$ cat config.mk
export PLATFORM = sky130hd
export DESIGN_NAME = ucr_alu
export DESIGN_NICKNAME = d
export VERILOG_FILES = /design/src/sv/ucr_pkg.sv /design/src/sv/ucr_alu.sv
export SDC_FILE = /design/constraint.sdc
export NUM_CORES = 1
export LEC_CHECK = 0
export ABC_AREA = 1
export BUFFER_PORTS_ARGS = -buffer_cell sky130_fd_sc_hd__buf_4
export CORE_MARGIN = 10
export CORE_UTILIZATION = 54
export DETAILED_ROUTE_END_ITERATION = 16
export PLACE_DENSITY = 0.86
export SLEW_MARGIN = 20
export SYNTH_ARGS = -nofsm -noshare
export SYNTH_HDL_FRONTEND = slang
export SYNTH_SLANG_ARGS = --single-unit
$ cat constraint.sdc
create_clock -name vclk -period 3.1
set_input_delay 0.62 -clock vclk [all_inputs]
set_output_delay 0.62 -clock vclk [all_outputs]
set_load 0.02 [all_outputs]
$ cat src/sv/ucr_pkg.sv
package ucr_pkg;

    // Input beat: one command, frame, completion or read request.
    typedef struct packed {
        logic [2:0]  opcode;
        logic [7:0]  frame_seq;
        logic [63:0] frame_data;
        logic [1:0]  backend_outcome;
        logic [9:0]  read_index;
    } t_in;

    // Output beat: status taken after the item.
    typedef struct packed {
        logic [2:0]  phase_code;
        logic [7:0]  acked_seq;
        logic [7:0]  version_out;
        logic [2:0]  pending_request;
        logic [10:0] fill_count;
        logic [7:0]  read_byte;
        logic        restart_pulse;
    } t_out;

    // Opcodes.
    localparam logic [2:0] OP_START    = 3'd0;
    localparam logic [2:0] OP_DATA     = 3'd1;
    localparam logic [2:0] OP_END      = 3'd2;
    localparam logic [2:0] OP_ABORT    = 3'd3;
    localparam logic [2:0] OP_POLL     = 3'd4;
    localparam logic [2:0] OP_COMPLETE = 3'd5;
    localparam logic [2:0] OP_READ     = 3'd6;

    // Phases.
    localparam logic [2:0] PH_IDLE  = 3'd0;
    localparam logic [2:0] PH_READY = 3'd1;
    localparam logic [2:0] PH_BUSY  = 3'd2;
    localparam logic [2:0] PH_DONE  = 3'd3;
    localparam logic [2:0] PH_ERROR = 3'd4;

    // Back-end requests.
    localparam logic [2:0] RQ_NONE   = 3'd0;
    localparam logic [2:0] RQ_BEGIN  = 3'd1;
    localparam logic [2:0] RQ_FLUSH  = 3'd2;
    localparam logic [2:0] RQ_FINISH = 3'd3;
    localparam logic [2:0] RQ_ABORT  = 3'd4;

    // Completion outcomes.
    localparam logic [1:0] OC_OK         = 2'd0;
    localparam logic [1:0] OC_WRITE_FAIL = 2'd1;
    localparam logic [1:0] OC_FINAL_FAIL = 2'd2;

    // Reset value of the protocol version register.
    localparam logic [7:0] VERSION_RESET = 8'd1;

endpackage

$ cat src/sv/ucr_alu.sv
module ucr_alu import ucr_pkg::*; #(
    parameter int WW    = 11,
    parameter int LIMIT = 1024
) (
    input  logic [WW-1:0] i_a,
    input  logic [WW-1:0] i_b,
    output logic [WW:0]   o_sum,
    output logic          o_lt,
    output logic          o_fits
);

    // One adder and two compares, shared by every step of the sequencer.
    assign o_sum  = {1'b0, i_a} + {1'b0, i_b};
    assign o_lt   = (i_a < i_b);
    assign o_fits = (o_sum <= (WW+1)'(LIMIT));

endmodule

Word level (Yosys, flattened, before mapping)
Index checks and enable logic that the tools add are counted.
{ "op_classes": {"n_addsub": 1, "order_cmp": 2} }
{ "op_table": {"columns": ["operator", "n"], "rows": [
  ["$add A11 B11 Y12", 1],
  ["$le A12 B11 Y1 const B", 1],
  ["$lt A11 B11 Y1", 1]
]} }
{ "totals": {"ff_bits": 0, "inputBits": 22, "elab_cells": 3} }

Longest topological paths before layout
{ "depth": {"ltp_word": 2, "ltp_mapped": 14, "mapped_depth_nobuf": 14} }

Worst setup path after synthesis
OpenSTA, ideal clock, no wires.
{ "synth_timing": {"path_type": "input to output", "from": "input port i_a[0]", "to": "output port o_fits", "arrival_ps": 2054, "required_ps": 2480, "setup_slack_ps": 426, "path_stages": 14, "path_cell_list": "ha_1 > inv_1 > fa_1 > inv_1 > nand2_1 > nand2_1 > nand3_1 > nand2_1 > nand2_1 > nand2_1 > nand3_1 > nor2_1 > nand2_1 > nand2_1"} }
{ "synth_via": {"elab_chain_len": 2} }
{ "synth_lines": {"columns": ["item", "line", "text"], "rows": [
  ["start: declaration", "ucr_alu.sv:5", "input logic [WW-1:0] i_a,"],
  ["$add A11 B11 Y12", "ucr_alu.sv:13", "assign o_sum = {1'b0, i_a} + {1'b0, i_b};"],
  ["$le A12 B11 Y1", "ucr_alu.sv:15", "assign o_fits = (o_sum <= (WW+1)'(LIMIT));"],
  ["end: declaration", "ucr_alu.sv:9", "output logic o_fits"]
]} }
Every way passes these cells.

Worst setup path after layout
{ "layout_timing": {"from": "input port i_a[6]", "to": "output port o_fits"} }
The elaborated chain is that of the path after synthesis.

==> results.toml <==
[critical_path]
crit_required_ns = 2.48
crit_type = "primary input to primary output"
cp_cell_sequence = "buf_4 > ha_1 > inv_2 > nand2_2 > nor2_1 > nand3_1 > nand3_1 > nand3_1 > nor3_1 > nand2_1 > nand2_1 > buf_4"
cp_top_family = "simple AND/OR/NAND/NOR gates"
worst_path_max_delay_cell = "ha_1"
end_kind = "primary output"
arrival_ns = 2.30
path_common_cell = "nand3_1"
worstSetupStartpointType = "primary input"
slowest_delay_ns = 0.37
critPathBufInv = 3
worstPathMaxFanout = 6

[routing]
wirelength_met1_um = 1180
wl_per_cell_um = 11.5
maxUsedRoutingLayer = "met4"
drc = 0
dr.pass1.iters = 8
routed-wl-met3_um = 234
via_per_inst = 5.00
wirelength_um = 2830
dr_total_vias = 1226
drt_iter0_markers = 49
wl_met2_um = 1380
ant_nets = 0

[sta]
setup_viol = 0
drv_slew = 0
hold_violations = 0
rsz0062_at_grt = "no"
fin_crit_ns = 2.92
tightest_slew_ns = 0.436
slew_headroom_pct = 70.7
tns_ns = 0
max_clock_freq_ghz = 0.343
period_share_pct = 94.1
hold_slack_ns = 1.63

[place]
numPortBuffers = 36
place_area_sq_mm = 0.00131
hpwl_um = 2530
place_inst = 245
gp_congestion = 0.883

[floorplan]
dieArea_sq_mm = 0.00399
start_util_pct = 57.6
core_sq_mm = 0.00175
fp-row-count = 15
dieHeight_um = 63.2
io_pins = 36
dieWidth_um = 63.2

[global_routing]
grt_pass1_wl_um = 4800
antenna_found_initial = 0
grt.overflow.total = 0
first_global_vias = 1142
grtUsageTotal_pct = 13.3
grt_max_degree = 7

[worst_hold_path]
min_path_type = "primary input to primary output"

[synthesis]
synth.avg_cell_area_sq_um = 5.47
yosysTopAreaCell = "ha_1"
synthCells = 184
synth_top_cell_area_share_pct = 27.4
seq_area_frac_synth_pct = 0
yosysWarningCount = 0
synth_nets = 229
synth_area_leaders = "ha_1, nand2_1, inv_1, nand3_1, a21oi_1"
synth_area_sq_mm = 0.00101
ys_top_cells_by_count = "nand2_1, inv_1, ha_1"
synth_most_common_cell = "nand2_1"
synth_cell_type_count = 22

[pwr]
total_power_w = 0.000290
power.density_mw_per_mm2 = 221
peakVddDrop_mv = 0.137
p_leak_nw = 0.819

[layout]
nFillCells = 158
clkbuf_count = 0
final_cells = 245
area_delta_synth_final_pct = 30.2
stdcell_area_sq_mm = 0.00131
nets = 267
seq_cell_count = 0
n_antenna_cell = 0
layout-drive-gt1-share_pct = 25.5
regArea_sq_um = 0

[run]
maxCapViolCount = 0

[outcome]
outcome = "finished clean"

[clock_tree]
cts_setup_buffers = 0
## worst paths after layout
kind | start | end | slack, ns | cells after the start
max | i_a[6] | o_fits | 0.18 | 12
min | i_b[0] | o_sum[0] | 1.63 | 4
## power by group
| group | switching, W | internal (W) | leakage (nW) |
|---|---|---|---|
| logic | 0.000174 | 0.000116 | 0.819 |
| clock network | 0 | 0 | 0 |
| registers | 0 | 0 | 0 |
## repair_timing
item,in CTS,in global routing
setup endpoints to repair,0,1
gates resized for setup,0,2
hold buffers,0,0
## through the flow
step	util (%)	setup slack, ns
floorplan	-	0.426
global placement	74.9	0.222
detailed placement	74.9	0.151
CTS	74.9	0.139
global route	75.1	0.0396
finish	75.1	0.183
## layout make-up
type / instances / area, sq um / share of cell area, %
repair buffers: 36 / 270 / 20.6
inverters: 44 / 166 / 12.7
multi-input cells: 140 / 842 / 64.3
well taps: 25 / 31.3 / 2.39
## cell families (layout without fill, tap and decap cells)
kind of cell	after synthesis	after routing	share of synthesized area, %
compound gates	18	18	10.6
xor+xnor	1	1	0.871
simple gates	98	98	42.7
fa+ha+maj	23	23	29.4
buf+inv	44	80	16.5
## cells in the final DEF (no fill, tap or decap), types with 3 or more instances in the layout
master    Yosys  layout
ha_1         22      22
o21ai_0       3       3
o21bai_1      3       3
nor2_1       12      12
nand2_1      51      51
nand2_2       5       5
nor3_1        4       4
buf_4         0      36
a21oi_1       9       9
inv_2         7       8
inv_1        36      35
nand3_1      19      19
nor2_2        3       3
## per-layer routing
layer | global-route usage, % | vias up
li1 | - | 640
met1 | 16.1 | 531
met2 | 24.7 | 51
met3 | 1.77 | 4
met4 | 1.12 | 0
met5 | 0 | -
Note: power is estimated with default switching activity, not from simulation.
